## config.mk

```make
export PLATFORM = sky130hd
export DESIGN_NAME = maf_scan_flat
export DESIGN_NICKNAME = d
export VERILOG_FILES = /design/src/rtl/core/maf_pkg.sv /design/src/rtl/core/maf_if.sv /design/src/rtl/core/maf_scan.sv /design/src/flat_wrapper.sv
export SDC_FILE = /design/constraint.sdc
export NUM_CORES = 1
export LEC_CHECK = 0
export CAP_MARGIN = 20
export CORE_MARGIN = 5
export CORE_UTILIZATION = 40
export CTS_CLUSTER_DIAMETER = 200
export CTS_CLUSTER_SIZE = 30
export DETAILED_ROUTE_END_ITERATION = 10
export DONT_BUFFER_PORTS = 1
export SYNTH_ARGS = -nofsm -noshare
export SYNTH_HDL_FRONTEND = slang
export SYNTH_SLANG_ARGS = --single-unit
```

## constraint.sdc

```tcl
create_clock -name clk -period 3.3 [get_ports clk]
set_input_delay 0.33 -clock clk [delete_from_list [all_inputs] [get_ports clk]]
set_output_delay 0.33 -clock clk [all_outputs]
set_load 0.05 [all_outputs]
```

## src/rtl/core/maf_pkg.sv

```systemverilog
`timescale 1ns / 1ps

package maf_pkg;

  localparam int TABLE_DEPTH = 1024;
  localparam int IDX_W       = (TABLE_DEPTH > 1) ? $clog2(TABLE_DEPTH) : 1;
  localparam int CNT_W       = $clog2(TABLE_DEPTH + 1);

  localparam int DATA_W   = 32;
  localparam int OP_W     = 2;
  localparam int STATUS_W = 2;
  localparam int SLOT_W   = 10;
  localparam int USED_W   = 11;

  localparam int PADDR_W   = 3;
  localparam int PDATA_W   = 32;
  localparam int REG_IDX_W = PADDR_W - 2;

  localparam logic [OP_W-1:0] OP_LOOKUP = 2'd0;
  localparam logic [OP_W-1:0] OP_ADD    = 2'd1;
  localparam logic [OP_W-1:0] OP_REMOVE = 2'd2;
  localparam logic [OP_W-1:0] OP_NONE   = 2'd3;

  localparam logic [STATUS_W-1:0] ST_DONE      = 2'd0;
  localparam logic [STATUS_W-1:0] ST_FULL      = 2'd1;
  localparam logic [STATUS_W-1:0] ST_NOT_FOUND = 2'd2;

  localparam logic [REG_IDX_W-1:0] REG_BAN_MODE = 1'b0;

  localparam logic [DATA_W-1:0] FREE_MARK = 32'hFFFF_FFFF;

  typedef struct packed {
    logic [DATA_W-1:0] mask;
    logic [DATA_W-1:0] value;
  } rule_t;

  typedef struct packed {
    logic             re;
    logic [IDX_W-1:0] raddr;
    logic             we;
    logic [IDX_W-1:0] waddr;
    rule_t            wdata;
  } mem_req_t;

  typedef enum logic [1:0] {
    S_IDLE = 2'b01,
    S_SCAN = 2'b10
  } state_t;

endpackage

```

## src/rtl/core/maf_if.sv

```systemverilog
`timescale 1ns / 1ps

interface maf_in_if;
  import maf_pkg::*;

  logic                valid;
  logic                ready;
  logic [OP_W-1:0]     op;
  logic [DATA_W-1:0]   address;
  logic [DATA_W-1:0]   rule_mask;
  logic [DATA_W-1:0]   rule_value;

  modport source (output valid, op, address, rule_mask, rule_value, input ready);
  modport sink   (input valid, op, address, rule_mask, rule_value, output ready);
endinterface

interface maf_out_if;
  import maf_pkg::*;

  logic                valid;
  logic                ready;
  logic                reject;
  logic [STATUS_W-1:0] status;
  logic [SLOT_W-1:0]   slot;
  logic [USED_W-1:0]   entries_used;

  modport source (output valid, reject, status, slot, entries_used, input ready);
  modport sink   (input valid, reject, status, slot, entries_used, output ready);
endinterface

```

## src/rtl/core/maf_scan.sv

```systemverilog
`timescale 1ns / 1ps

module maf_scan (
  input  logic              clk,
  input  logic              rst_n,
  maf_in_if.sink            in_ch,
  maf_out_if.source         out_ch,
  input  logic              ban_mode,
  output maf_pkg::mem_req_t mem_req,
  input  maf_pkg::rule_t    rd_rule
);
  import maf_pkg::*;

  state_t              state_r, state_nxt;
  logic [CNT_W-1:0]    used_r, used_nxt;
  logic [CNT_W-1:0]    rd_idx_r, rd_idx_nxt;
  logic                cmp_vld_r, cmp_vld_nxt;
  logic [IDX_W-1:0]    cmp_idx_r, cmp_idx_nxt;
  logic                out_valid_r, out_valid_nxt;

  logic [OP_W-1:0]     op_r, op_nxt;
  logic [DATA_W-1:0]   addr_r, addr_nxt;
  logic [DATA_W-1:0]   msk_r, msk_nxt;
  logic [DATA_W-1:0]   val_r, val_nxt;

  logic                reject_r, reject_nxt;
  logic [STATUS_W-1:0] status_r, status_nxt;
  logic [SLOT_W-1:0]   slot_r, slot_nxt;
  logic [USED_W-1:0]   ent_r, ent_nxt;

  logic match, hit, more, finish, out_free;

  // The one comparator, shared by all three operations.
  always_comb begin
    case (op_r)
      OP_LOOKUP: match = (addr_r & rd_rule.mask) == rd_rule.value;
      OP_ADD:    match = rd_rule.value == FREE_MARK;
      OP_REMOVE: match = (rd_rule.mask == msk_r) && (rd_rule.value == val_r);
      default:   match = 1'b0;
    endcase
  end

  assign hit      = cmp_vld_r && match;
  assign more     = rd_idx_r < used_r;
  assign finish   = (state_r == S_SCAN) &&
                    ((op_r == OP_NONE) || hit || (!cmp_vld_r && !more));
  assign out_free = !out_valid_r || out_ch.ready;

  always_comb begin
    state_nxt     = state_r;
    used_nxt      = used_r;
    rd_idx_nxt    = rd_idx_r;
    cmp_vld_nxt   = cmp_vld_r;
    cmp_idx_nxt   = cmp_idx_r;
    out_valid_nxt = out_valid_r;
    op_nxt        = op_r;
    addr_nxt      = addr_r;
    msk_nxt       = msk_r;
    val_nxt       = val_r;
    reject_nxt    = reject_r;
    status_nxt    = status_r;
    slot_nxt      = slot_r;
    ent_nxt       = ent_r;

    mem_req.re          = 1'b0;
    mem_req.raddr       = rd_idx_r[IDX_W-1:0];
    mem_req.we          = 1'b0;
    mem_req.waddr       = cmp_idx_r;
    mem_req.wdata.mask  = msk_r;
    mem_req.wdata.value = val_r;

    if (out_valid_r && out_ch.ready) begin
      out_valid_nxt = 1'b0;
    end

    case (state_r)
      S_IDLE: begin
        if (in_ch.valid) begin
          op_nxt      = in_ch.op;
          addr_nxt    = in_ch.address;
          msk_nxt     = in_ch.rule_mask;
          val_nxt     = in_ch.rule_value;
          rd_idx_nxt  = '0;
          cmp_vld_nxt = 1'b0;
          state_nxt   = S_SCAN;
        end
      end
      S_SCAN: begin
        if (finish) begin
          // Everything holds while an earlier result still waits for its transfer.
          if (out_free) begin
            reject_nxt = 1'b0;
            status_nxt = ST_DONE;
            slot_nxt   = '0;
            case (op_r)
              OP_LOOKUP: begin
                reject_nxt = hit ? ban_mode : !ban_mode;
                if (hit) begin
                  slot_nxt = SLOT_W'(cmp_idx_r);
                end
              end
              OP_ADD: begin
                if (hit) begin
                  mem_req.we = 1'b1;
                  slot_nxt   = SLOT_W'(cmp_idx_r);
                end else if (used_r == CNT_W'(TABLE_DEPTH)) begin
                  status_nxt = ST_FULL;
                end else begin
                  mem_req.we    = 1'b1;
                  mem_req.waddr = used_r[IDX_W-1:0];
                  used_nxt      = used_r + 1'b1;
                  slot_nxt      = SLOT_W'(used_r);
                end
              end
              OP_REMOVE: begin
                if (hit) begin
                  mem_req.we          = 1'b1;
                  mem_req.wdata.mask  = rd_rule.mask;
                  mem_req.wdata.value = FREE_MARK;
                  slot_nxt            = SLOT_W'(cmp_idx_r);
                end else begin
                  status_nxt = ST_NOT_FOUND;
                end
              end
              default: begin
              end
            endcase
            ent_nxt       = USED_W'(used_nxt);
            out_valid_nxt = 1'b1;
            state_nxt     = S_IDLE;
          end
        end else if (more) begin
          // Read the next slot while the previous one is compared.
          mem_req.re  = 1'b1;
          cmp_vld_nxt = 1'b1;
          cmp_idx_nxt = rd_idx_r[IDX_W-1:0];
          rd_idx_nxt  = rd_idx_r + 1'b1;
        end else begin
          cmp_vld_nxt = 1'b0;
        end
      end
      default: begin
        state_nxt = S_IDLE;
      end
    endcase
  end

  always_ff @(posedge clk) begin
    if (!rst_n) begin
      state_r     <= S_IDLE;
      used_r      <= '0;
      cmp_vld_r   <= 1'b0;
      out_valid_r <= 1'b0;
    end else begin
      state_r     <= state_nxt;
      used_r      <= used_nxt;
      cmp_vld_r   <= cmp_vld_nxt;
      out_valid_r <= out_valid_nxt;
    end
  end

  always_ff @(posedge clk) begin
    rd_idx_r  <= rd_idx_nxt;
    cmp_idx_r <= cmp_idx_nxt;
    op_r      <= op_nxt;
    addr_r    <= addr_nxt;
    msk_r     <= msk_nxt;
    val_r     <= val_nxt;
    reject_r  <= reject_nxt;
    status_r  <= status_nxt;
    slot_r    <= slot_nxt;
    ent_r     <= ent_nxt;
  end

  assign in_ch.ready         = (state_r == S_IDLE);
  assign out_ch.valid        = out_valid_r;
  assign out_ch.reject       = reject_r;
  assign out_ch.status       = status_r;
  assign out_ch.slot         = slot_r;
  assign out_ch.entries_used = ent_r;

endmodule

```

## src/flat_wrapper.sv

```systemverilog
// flat-port wrapper written by rule: the top's interface ports become plain ports
module maf_scan_flat import maf_pkg::*;
  (clk, rst_n, ban_mode, mem_req, rd_rule, in_ch_valid, in_ch_op, in_ch_address, in_ch_rule_mask, in_ch_rule_value, in_ch_ready, out_ch_valid, out_ch_reject, out_ch_status, out_ch_slot, out_ch_entries_used, out_ch_ready);
  maf_in_if in_ch_i ();
  maf_out_if out_ch_i ();
  input  logic clk;
  input  logic rst_n;
  input  logic ban_mode;
  output maf_pkg::mem_req_t mem_req;
  input  maf_pkg::rule_t rd_rule;
  input wire logic [$bits(in_ch_i.valid)-1:0] in_ch_valid;
  input wire logic [$bits(in_ch_i.op)-1:0] in_ch_op;
  input wire logic [$bits(in_ch_i.address)-1:0] in_ch_address;
  input wire logic [$bits(in_ch_i.rule_mask)-1:0] in_ch_rule_mask;
  input wire logic [$bits(in_ch_i.rule_value)-1:0] in_ch_rule_value;
  output wire logic [$bits(in_ch_i.ready)-1:0] in_ch_ready;
  output wire logic [$bits(out_ch_i.valid)-1:0] out_ch_valid;
  output wire logic [$bits(out_ch_i.reject)-1:0] out_ch_reject;
  output wire logic [$bits(out_ch_i.status)-1:0] out_ch_status;
  output wire logic [$bits(out_ch_i.slot)-1:0] out_ch_slot;
  output wire logic [$bits(out_ch_i.entries_used)-1:0] out_ch_entries_used;
  input wire logic [$bits(out_ch_i.ready)-1:0] out_ch_ready;
  assign in_ch_i.valid = in_ch_valid;
  assign in_ch_i.op = in_ch_op;
  assign in_ch_i.address = in_ch_address;
  assign in_ch_i.rule_mask = in_ch_rule_mask;
  assign in_ch_i.rule_value = in_ch_rule_value;
  assign in_ch_ready = in_ch_i.ready;
  assign out_ch_valid = out_ch_i.valid;
  assign out_ch_reject = out_ch_i.reject;
  assign out_ch_status = out_ch_i.status;
  assign out_ch_slot = out_ch_i.slot;
  assign out_ch_entries_used = out_ch_i.entries_used;
  assign out_ch_i.ready = out_ch_ready;
  maf_scan u_core (.clk(clk), .rst_n(rst_n), .in_ch(in_ch_i), .out_ch(out_ch_i), .ban_mode(ban_mode), .mem_req(mem_req), .rd_rule(rd_rule));
endmodule
```

==> impl_metrics.tcl, run 1 <==
set metrics [dict create \
    status "finished with violations" \
    violations "setup timing" \
    firstDrtPassIters 5 \
    synth-seq-area-share 0.522 \
    finalInstanceArea_um2 12600 \
    finalWorstSetupSlack_ps -570 \
    rsz0062_at_grt "true" \
    hold-worst-slack_ps 33.0 \
    syn_avg_cell_area_um2 11.6 \
    via_per_inst 5.84 \
    grt_pass1_wl_mm 46.2 \
    boundaryPins 279 \
    syn-num-nets 945 \
    placed_area_um2 10100 \
    fin_nets 1167 \
    seqPwrFrac 0.428 \
    drt_wl_total_mm 32.7 \
    cts_made_buffers 17 \
    synth_top_area_frac 0.488 \
    synth_cell_type_count 58 \
    power_density_nw_per_um2 450 \
    cts_max_level 4 \
    tightest_slew_ps 728 \
    diodes 0 \
    final-setup-viol-count 97 \
    drc_errors 0 \
    worstSetupStartpointType "register" \
    min_path_type "primary input to register" \
    ir_drop_v 0.000304 \
    ys_top_cells_by_area "edfxtp_1 49%, xnor2_1 8.1%, dfxtp_1 3.4%, mux2_4 3.4%, ha_1 2.7%" \
    synth_edf_count 143 \
    syn_area_um2 8800 \
    path_class "register to primary output" \
    clockBufferDepth 2 \
    insertion_delay_ps 440 \
    critPathMaxFanout 7 \
    io_buffers 0 \
    area_growth_syn_to_layout_pct 43.3 \
    crit_path_top_delay_cell "edfxtp_1" \
    via_count 7439 \
    switchingPower_w 0.00170 \
    ant_nets 0 \
    critPathRequiredTime_ps 2970 \
    grt_pass1_vias 7545 \
    synth_warnings 0 \
    p_comb_frac 0.219 \
    place_congestion 0.952 \
    drv_slew 0 \
    clkPwrFrac 0.353 \
    path_cells "ha_4 -> buf_12 -> buf_12 -> a211oi_4 -> a31oi_1 -> a22oi_1 -> o211ai_1 -> nor3_2 -> a21oi_2 -> nor4_4 -> buf_4 -> buf_12 -> buf_16 -> buf_12 -> mux2_4" \
    core_um2 21800 \
    die-area_um2 25100 \
    fmax_mhz 258 \
    initial_core_util 0.405 \
    grt_max_degree 44 \
    die_w_um 158 \
    dieHeight_um 158 \
    grt_remaining_overflow 0 \
    hold_violations 0 \
    finalNonFillerCells 1274 \
    ys.flop_type "edfxtp_1" \
    root_buffer "clkbuf_16" \
    leakage_nw 4.62 \
    antenna_found_initial 0 \
    fin_crit_sh 1.17 \
    cts.sinks 158 \
    netlist.top_cell.by_area "edfxtp_1" \
    min_period_ps 3870 \
    cap_violations 0 \
    slew_headroom 0.514 \
    end_kind "primary output" \
    synthArstFlopShare 0 \
    tritoncts "done" \
    dr_wl_met2_mm 15.1 \
    cts.reportedPaths.clkPinSlew_ps 70 \
    skew_ps 12.4 \
    path_common_cell "buf_12" \
    dr_wl_met3_mm 3.43 \
    ys_ff_latch 158 \
    drtIter0Drc 867 \
    swShare 0.299 \
    rows 54 \
    tns_ps -32560 \
    p_int_w 0.00398 \
    drive_gt1_frac 0.302 \
    cp.arrival_ps 3540 \
    highest_layer "met4" \
    slowest_delay_ps 440 \
    syn_inst 759 \
    post_drt_wl_per_cell_um 25.7 \
    hpwl_mm 23.2 \
    placed_cells 1111 \
    met1_length_mm 13.4 \
    grt_usage 0.249 \
]
[Yosys cell counts, types with 8 or more instances]
master	count
nor2b_1	8
o21ai_0	11
and3_1	19
buf_4	10
nand4_1	36
o211ai_1	8
a22o_1	8
mux2_4	20
nand2_1	23
inv_1	24
clkbuf_1	16
xnor2_1	81
a31oi_1	10
mux2_1	8
a21oi_1	38
nand2b_1	20
nand3_1	46
or2_2	33
dfxtp_1	15
a211oi_1	12
nor4_1	13
edfxtp_1	143
nor2_1	31
nor3_1	12
ha_1	19
[flip-flops by register name, summed over array words and instances (netlist names)]
| register | flops |
|---|---|
| u_core.addr_r | 32 |
| u_core.cmp_idx_r | 10 |
| u_core.cmp_vld_r | 1 |
| u_core.msk_r | 32 |
| u_core.op_r | 2 |
| u_core.out_ch.entries_used | 11 |
| u_core.out_ch.reject | 1 |
| u_core.out_ch.slot | 10 |
| u_core.out_ch.status | 2 |
| u_core.out_ch.valid | 1 |
| u_core.rd_idx_r | 11 |
| u_core.state_r | 2 |
| u_core.used_r | 11 |
| u_core.val_r | 32 |
[routing by layer]
metal,vias up,track usage
met2,436,0.392
met3,82,0.0761
met4,0,0.0715
met1,3632,0.333
li1,3289,-
met5,-,0
[through the flow]
step / worst slack (ps) / util / power, W
after detailed placement: -212 / 0.463 / 0.00346
after global routing: -668 / 0.580 / 0.00585
after floorplan: -434 / - / 0.00314
after global placement: -167 / 0.463 / 0.00344
final: -570 / 0.580 / 0.00568
after CTS: -428 / 0.561 / 0.00561
[final timing paths]
kind | to | startpoint | depth (start not counted) | slack (ps)
setup / recovery | mem_req[45] | u_core.op_r[0]$_DFFE_PP_ | 15 | -570
setup reg to reg | u_core.rd_idx_r[5]$_SDFFCE_PN0P_ | u_core.op_r[0]$_DFFE_PP_ | 15 | -50
hold reg to reg | u_core.used_r[1]$_SDFFE_PN0P_ | u_core.used_r[1]$_SDFFE_PN0P_ | 2 | 500
hold / removal | u_core.used_r[9]$_SDFFE_PN0P_ | rst_n | 1 | 30
[power by group through the flow]
stage	Combinational (W)	Clock, W	Sequential, W
2_1_floorplan	0.000699	0	0.00244
6_report	0.00124	0.00200	0.00243
4_1_cts	0.00117	0.00202	0.00242
5_1_grt	0.00130	0.00211	0.00244
3_5_place_dp	0.000995	0	0.00246
3_3_place_gp	0.000982	0	0.00246
[critical path: cells and delay by family (launching register included)]
family	cells	cell delay, ps
buf+inv	6	830
simple gates	2	370
mux	1	380
compound gates	5	820
fa+ha+maj	1	250
flops	1	440
[what timing repair did]
item	in CTS	in global routing
gates resized for setup	85	53
pin swaps	19	23
cloned	7	2
setup buffers	9	16
hold buffers	98	0
setup endpoints to repair	76	115
endpoints found under the hold margin	98	0
[kinds of logic after synthesis]
group,share of synthesized area
buf+inv,0.0338
simple gates,0.169
fa+ha+maj,0.0270
mux,0.0577
xor+xnor,0.0876
compound gates,0.103
flops,0.522
[cell usage in the layout, fill, tap and decap left out, drive strengths merged, types with 7 or more instances in the layout]
cell type	count
a211oi	12
nor4	14
ha	19
and3	19
nor2b	8
a22o	8
clkbuf	18
edfxtp	143
o21ai	12
nand3	46
a21bo	7
inv	28
nor2	31
buf	140
mux2	34
o211ai	8
nand2	23
a21oi	40
xnor2	81
dfxtp	15
nand2b	20
nand3b	7
nand4	36
a31oi	10
dlygate4sd3	98
nor3	12
xor2	7
or2	33
[area by class of cell]
class / count / area, um2
tap: 280 / 350
inverter: 24 / 93.8
clock inverter: 15 / 161
sequential: 158 / 4600
timing repair buffer: 239 / 2670
fill: 1747 / 9150
clock buffer: 17 / 425
multi-input combinational: 541 / 4310
Power figures use the tool's default switching activity.
==> run 2, diff against run 1 <==
Settings changed: SETUP_SLACK_MARGIN set to 0.1.
==> run 2 against run 1 <==
  * The flow still finishes with violations (setup timing)
  * Non-clock buffer count down 8
  * Clock-buffer cell count stayed put
  * Worst hold slack worse by 16 ps
  * Clock power rose by 4%
  * Fmax increased by 2.9%
  * Worst setup slack better by 110 ps
  * Via count decreased by 2.0%
  * Flip-flop and latch count unchanged
  * Global-route usage decreased by 0.66 points
  * Critical path type unchanged
  * Highest routed layer is now met5
==> impl_metrics.tcl, run 2 (same netlist as run 1, synthesis figures left out) <==
set metrics [dict create \
    status "finished with violations" \
    violations "setup timing" \
    crit_path_top_delay_cell "edfxtp_1" \
    hold-worst-slack_ps 16.8 \
    boundaryPins 279 \
    fin_nets 1159 \
    drc_errors 0 \
    insertion_delay_ps 440 \
    seqPwrFrac 0.424 \
    clkPwrFrac 0.365 \
    die-area_um2 25100 \
    drive_gt1_frac 0.303 \
    cts_max_level 4 \
    tightest_slew_ps 546 \
    area_growth_syn_to_layout_pct 41.6 \
    hpwl_mm 23.1 \
    core_um2 21800 \
    post_drt_wl_per_cell_um 25.1 \
    nFillCells 1776 \
    path_cells "ha_4 -> buf_12 -> buf_4 -> a211oi_2 -> a31oi_2 -> a22oi_2 -> o211ai_1 -> nor3_2 -> a21oi_2 -> nor4_4 -> buf_6 -> clkbuf_16 -> mux2_4" \
    leakage_nw 4.55 \
    drv_slew 0 \
    fin_crit_sh 1.14 \
    firstDrtPassIters 5 \
    critPathRequiredTime_ps 2970 \
    worstSetupStartpointType "register" \
    grt_pass1_vias 7436 \
    cts.reportedPaths.clkPinSlew_ps 80 \
    tritoncts "done" \
    min_path_type "primary input to register" \
    dr_wl_met3_mm 2.94 \
    via_per_inst 5.76 \
    ir_drop_v 0.000307 \
    power_w 0.00572 \
    pre_cts_slack_ps -350 \
    mostFrequentLayoutCells "143 x edfxtp_1, 98 x dlygate4sd3_1, 83 x buf_4, 79 x xnor2_1, 44 x nand3_1" \
    power_density_nw_per_um2 459 \
    via_count 7289 \
    met1_length_mm 13.1 \
    drt_wl_total_mm 31.8 \
    critPathMaxFanout 7 \
    skew_ps 22.4 \
    diodes 0 \
    place_congestion 0.940 \
    slowest_delay_ps 450 \
    reg_top3 "u_core.addr_r: 32 flops, u_core.msk_r: 32 flops, u_core.val_r: 32 flops" \
    min_period_ps 3760 \
    drtIter0Drc 549 \
    hold_violations 0 \
    die_w_um 158 \
    root_buffer "clkbuf_16" \
    p_int_w 0.00394 \
    cap_violations 0 \
    fmax_mhz 266 \
    p_comb_frac 0.211 \
    slew_headroom 0.632 \
    cts.sinks 158 \
    rows 54 \
    swShare 0.312 \
    switchingPower_w 0.00178 \
    cp.arrival_ps 3430 \
    grt_max_degree 59 \
    finalNonFillerCells 1266 \
    finalWorstSetupSlack_ps -459 \
    highest_layer "met5" \
    grt_remaining_overflow 0 \
    antenna_found_initial 2 \
    io_buffers 0 \
    initial_core_util 0.405 \
    dr_wl_met2_mm 14.9 \
    grt_usage 0.242 \
    placed_cells 1104 \
    path_class "register to primary output" \
    ant_nets 0 \
    final-setup-viol-count 87 \
    cts_made_buffers 17 \
    rsz0062_at_grt "true" \
    dieHeight_um 158 \
    clockBufferDepth 2 \
    grt_pass1_wl_mm 45.5 \
    final_common_cell "edfxtp_1" \
    final_core_util 0.573 \
    end_kind "primary output" \
]
[run 2: layout make-up]
class | count | area (um2) | area share
clock buffer | 17 | 425 | 0.0341
inverter | 24 | 93.8 | 0.00753
multi-input combinational | 541 | 4320 | 0.346
timing repair buffer | 231 | 2460 | 0.198
clock inverter | 15 | 215 | 0.0173
sequential | 158 | 4600 | 0.369
tap | 280 | 350 | 0.0281
[run 2: critical path: cells and delay by family, from the launching register on]
family	cells	cell delay (ps)
compound gates	5	850
mux	1	390
simple gates	2	390
fa+ha+maj	1	230
buf+inv	4	690
flops	1	450
[run 2: stage by stage]
| step | setup TNS (ps) | instance area, um2 |
|---|---|---|
| final | -27090 | 12500 |
| after global routing | -38970 | 12500 |
| after CTS | -22990 | 12200 |
| after detailed placement | -19690 | 10000 |
| after global placement | -9180 | 10000 |
| after floorplan | -869 | 8860 |
[run 2: path summary, 6_finish.rpt]
check                                     start  cells past startpoint  slack, ps                           endpoint
setup / recovery       u_core.op_r[0]$_DFFE_PP_                     13       -460                        mem_req[43]
hold / removal                            rst_n                      1         20      u_core.used_r[9]$_SDFFE_PN0P_
setup reg to reg       u_core.op_r[1]$_DFFE_PP_                     15        -40  u_core.rd_idx_r[10]$_SDFFCE_PN0P_
hold reg to reg   u_core.used_r[1]$_SDFFE_PN0P_                      2        510      u_core.used_r[1]$_SDFFE_PN0P_
[run 2: layer usage]
metal / track usage / vias up
li1: - / 3287
met1: 0.321 / 3572
met2: 0.388 / 364
met3: 0.0707 / 62
met4: 0.0690 / 4
met5: 0 / -
[run 2: power groups by stage]
stage,clock (W),combinational [W],sequential (W)
final,0.00209,0.00120,0.00243
after global routing,0.00221,0.00126,0.00243
after CTS,0.00212,0.00116,0.00242
after detailed placement,0,0.00100,0.00246
after global placement,0,0.000986,0.00246
after floorplan,0,0.000706,0.00244
[run 2: timing repair]
| action | CTS | global route |
|---|---|---|
| gates cloned | 5 | 3 |
| endpoints found under the setup margin | 122 | 103 |
| hold buffers | 98 | 0 |
| hold endpoints to repair | 98 | 0 |
| pin swaps | 20 | 14 |
| setup buffers | 16 | 8 |
| gates resized for setup | 91 | 35 |
==> run 3, diff against run 2 <==
Settings changed: TNS_END_PERCENT set to 10.
==> run 3 against run 2 <==
  * The run still ends with setup timing left
  * Power shrank 1.8%
  * Worst setup slack lost 92 ps
  * Non-clock buffer count shrank 7
==> impl_metrics.tcl, run 3 (same netlist as run 1, synthesis figures left out) <==
set metrics [dict create \
    status "finished with violations" \
    violations "setup timing" \
    grt_remaining_overflow 0 \
    min_path_type "primary input to register" \
    dieHeight_um 158 \
    min_from "rst_n" \
    via_count 7366 \
    finalNonFillerCells 1259 \
    grt_pass1_vias 7526 \
    r2r_cells 14 \
    cts.sinks 158 \
    path_class "register to primary output" \
    place_congestion 0.952 \
    hold_violations 0 \
    placed_cells 1111 \
    top_usage_layer "met2" \
    boundaryPins 279 \
    area_growth_syn_to_layout_pct 39.8 \
    worstSetupStartpointType "register" \
    finalInstanceArea_um2 12300 \
    placed_area_um2 10100 \
    globalRouteMet3Util 0.0747 \
    min_path_cells 1 \
    cts_made_buffers 17 \
    grtUsageMet2 0.394 \
    drc_errors 0 \
    grtUsageMet1 0.330 \
    finalWorstSetupSlack_ps -550 \
    r2r_slack_ps 30 \
    root_buffer "clkbuf_16" \
    power_density_nw_per_um2 456 \
    multiInputGateArea_um2 4190 \
    critPathMaxFanout 7 \
    hpwl_mm 23.2 \
    cp.arrival_ps 3520 \
    die_w_um 158 \
    initial_core_util 0.405 \
    ir_drop_v 0.000302 \
    tritoncts "done" \
    r2r-start "u_core.op_r[1]$_DFFE_PP_" \
    critPathRequiredTime_ps 2970 \
    slew_headroom 0.510 \
    cts_max_level 4 \
    crit_path_top_delay_cell "edfxtp_1" \
    clockBufferDepth 2 \
    via_per_inst 5.85 \
    rows 54 \
    die-area_um2 25100 \
    regArea_um2 4600 \
    cap_violations 0 \
    r2r-end "u_core.rd_idx_r[5]$_SDFFCE_PN0P_" \
    fin_crit_sh 1.17 \
    cts.reportedPaths.clkPinSlew_ps 70 \
    rsz0062_at_grt "true" \
    drtIter0Drc 642 \
    reg_top3 "u_core.addr_r: 32 flops, u_core.msk_r: 32 flops, u_core.val_r: 32 flops" \
    core_um2 21800 \
    slowest_delay_ps 440 \
    grt_max_degree 44 \
    drt_wl_total_mm 32.0 \
    firstDrtPassIters 5 \
    antenna_found_initial 0 \
    path_cells "ha_4 -> buf_12 -> a21oi_1 -> xnor2_1 -> nor4_1 -> nand3_1 -> nor3_2 -> a21oi_2 -> nor4_4 -> buf_4 -> buf_12 -> buf_16 -> buf_12 -> mux2_4" \
    min_period_ps 3850 \
    nFillCells 1783 \
    tightest_slew_ps 734 \
    startpoint "u_core.op_r[0]$_DFFE_PP_" \
    drv_slew 0 \
    hold_end "u_core.used_r[9]$_SDFFE_PN0P_" \
    fin_nets 1152 \
    grt_usage 0.248 \
    diodes 0 \
    io_buffers 0 \
    fmax_mhz 260 \
    drive_gt1_frac 0.275 \
    path_common_cell "buf_12" \
    leakage_nw 4.48 \
    mostFrequentLayoutCells "143 x edfxtp_1, 98 x dlygate4sd3_1, 80 x xnor2_1, 75 x buf_4, 46 x nand3_1" \
    final-setup-viol-count 76 \
    ant_nets 0 \
    skew_ps 13.9 \
    insertion_delay_ps 440 \
    end_kind "primary output" \
    final_common_cell "edfxtp_1" \
    grt_pass1_wl_mm 46.1 \
    post_drt_wl_per_cell_um 25.4 \
]
run 3: cell count changes in the layout (fill, tap and decap cells not counted), moves of 3 or more:
cell        before  now
clkinvlp_4       1    4
inv_8            4    1
clkinv_2         0    3
a21oi_2          9    4
a21oi_1         28   34
clkinv_8         7    0
buf_4           83   75
buf_12          24   27
buf_6           19   13
mux2_4          33   29
mux2_2           1    5
run 3: final cells by class:
| cell class | instances | area share |
|---|---|---|
| Tap cell | 280 | 0.0285 |
| Clock buffer | 17 | 0.0346 |
| Timing Repair Buffer | 224 | 0.202 |
| Multi-Input combinational cell | 541 | 0.341 |
| Clock inverter | 15 | 0.0131 |
| Sequential cell | 158 | 0.374 |
| Inverter | 24 | 0.00763 |
run 3: how the worst max path moves through the flow:
| stage | slack, ps | depth (start not counted) | to |
|---|---|---|---|
| after global placement | -170 | 12 | mem_req[54] |
| after CTS | -430 | 14 | mem_req[45] |
| after detailed placement | -210 | 12 | mem_req[52] |
| after global routing | -630 | 14 | mem_req[45] |
| after floorplan | -430 | 11 | mem_req[64] |
| final | -550 | 14 | mem_req[45] |
run 3: through the flow:
| step | power, W | setup TNS (ps) | worst slack [ps] | utilization | hold WS [ps] |
|---|---|---|---|---|---|
| 2_1_floorplan | 0.00314 | -869 | -434 | - | 429 |
| 5_1_grt | 0.00579 | -39130 | -631 | 0.566 | 15.9 |
| 3_5_place_dp | 0.00346 | -5430 | -212 | 0.463 | 429 |
| 4_1_cts | 0.00561 | -23780 | -428 | 0.559 | 11.8 |
| 6_report | 0.00562 | -30630 | -550 | 0.566 | 34.9 |
| 3_3_place_gp | 0.00344 | -3400 | -167 | 0.463 | 429 |
run 3: power by group:
| part | leakage (nW) | switching, W | total [W] | internal, W |
|---|---|---|---|---|
| clock network | 0.282 | 0.000873 | 0.00200 | 0.00113 |
| logic | 2.70 | 0.000698 | 0.00119 | 0.000492 |
| registers | 1.50 | 0.0000969 | 0.00243 | 0.00233 |
| total | 4.48 | 0.00167 | 0.00562 | 0.00395 |
run 3: repair_timing:
| action | 4_1_cts | 5_1_grt |
|---|---|---|
| cloned | 6 | 1 |
| buffers inserted | 7 | 4 |
| pin swaps | 17 | 2 |
| endpoints found under the setup margin | 95 | 143 |
| endpoints found under the hold margin | 98 | 0 |
| resized for setup | 86 | 13 |
| hold buffers | 98 | 0 |
run 3: critical path: cells and delay by family, from the launching register on:
family,cells,cell delay (ps)
flip-flops,1,440
XOR/XNOR,1,140
AND/OR/NAND/NOR,4,730
adder cells (fa/ha/maj),1,240
AO/OA/AOI/OAI,2,420
buffers and inverters,5,720
multiplexers,1,380
run 3: metal layers:
metal  share of wire  up-vias
met4           0.024        0
met2            0.46      440
met1            0.42     3595
met3            0.10       63
li1                -     3268
met5               0        -
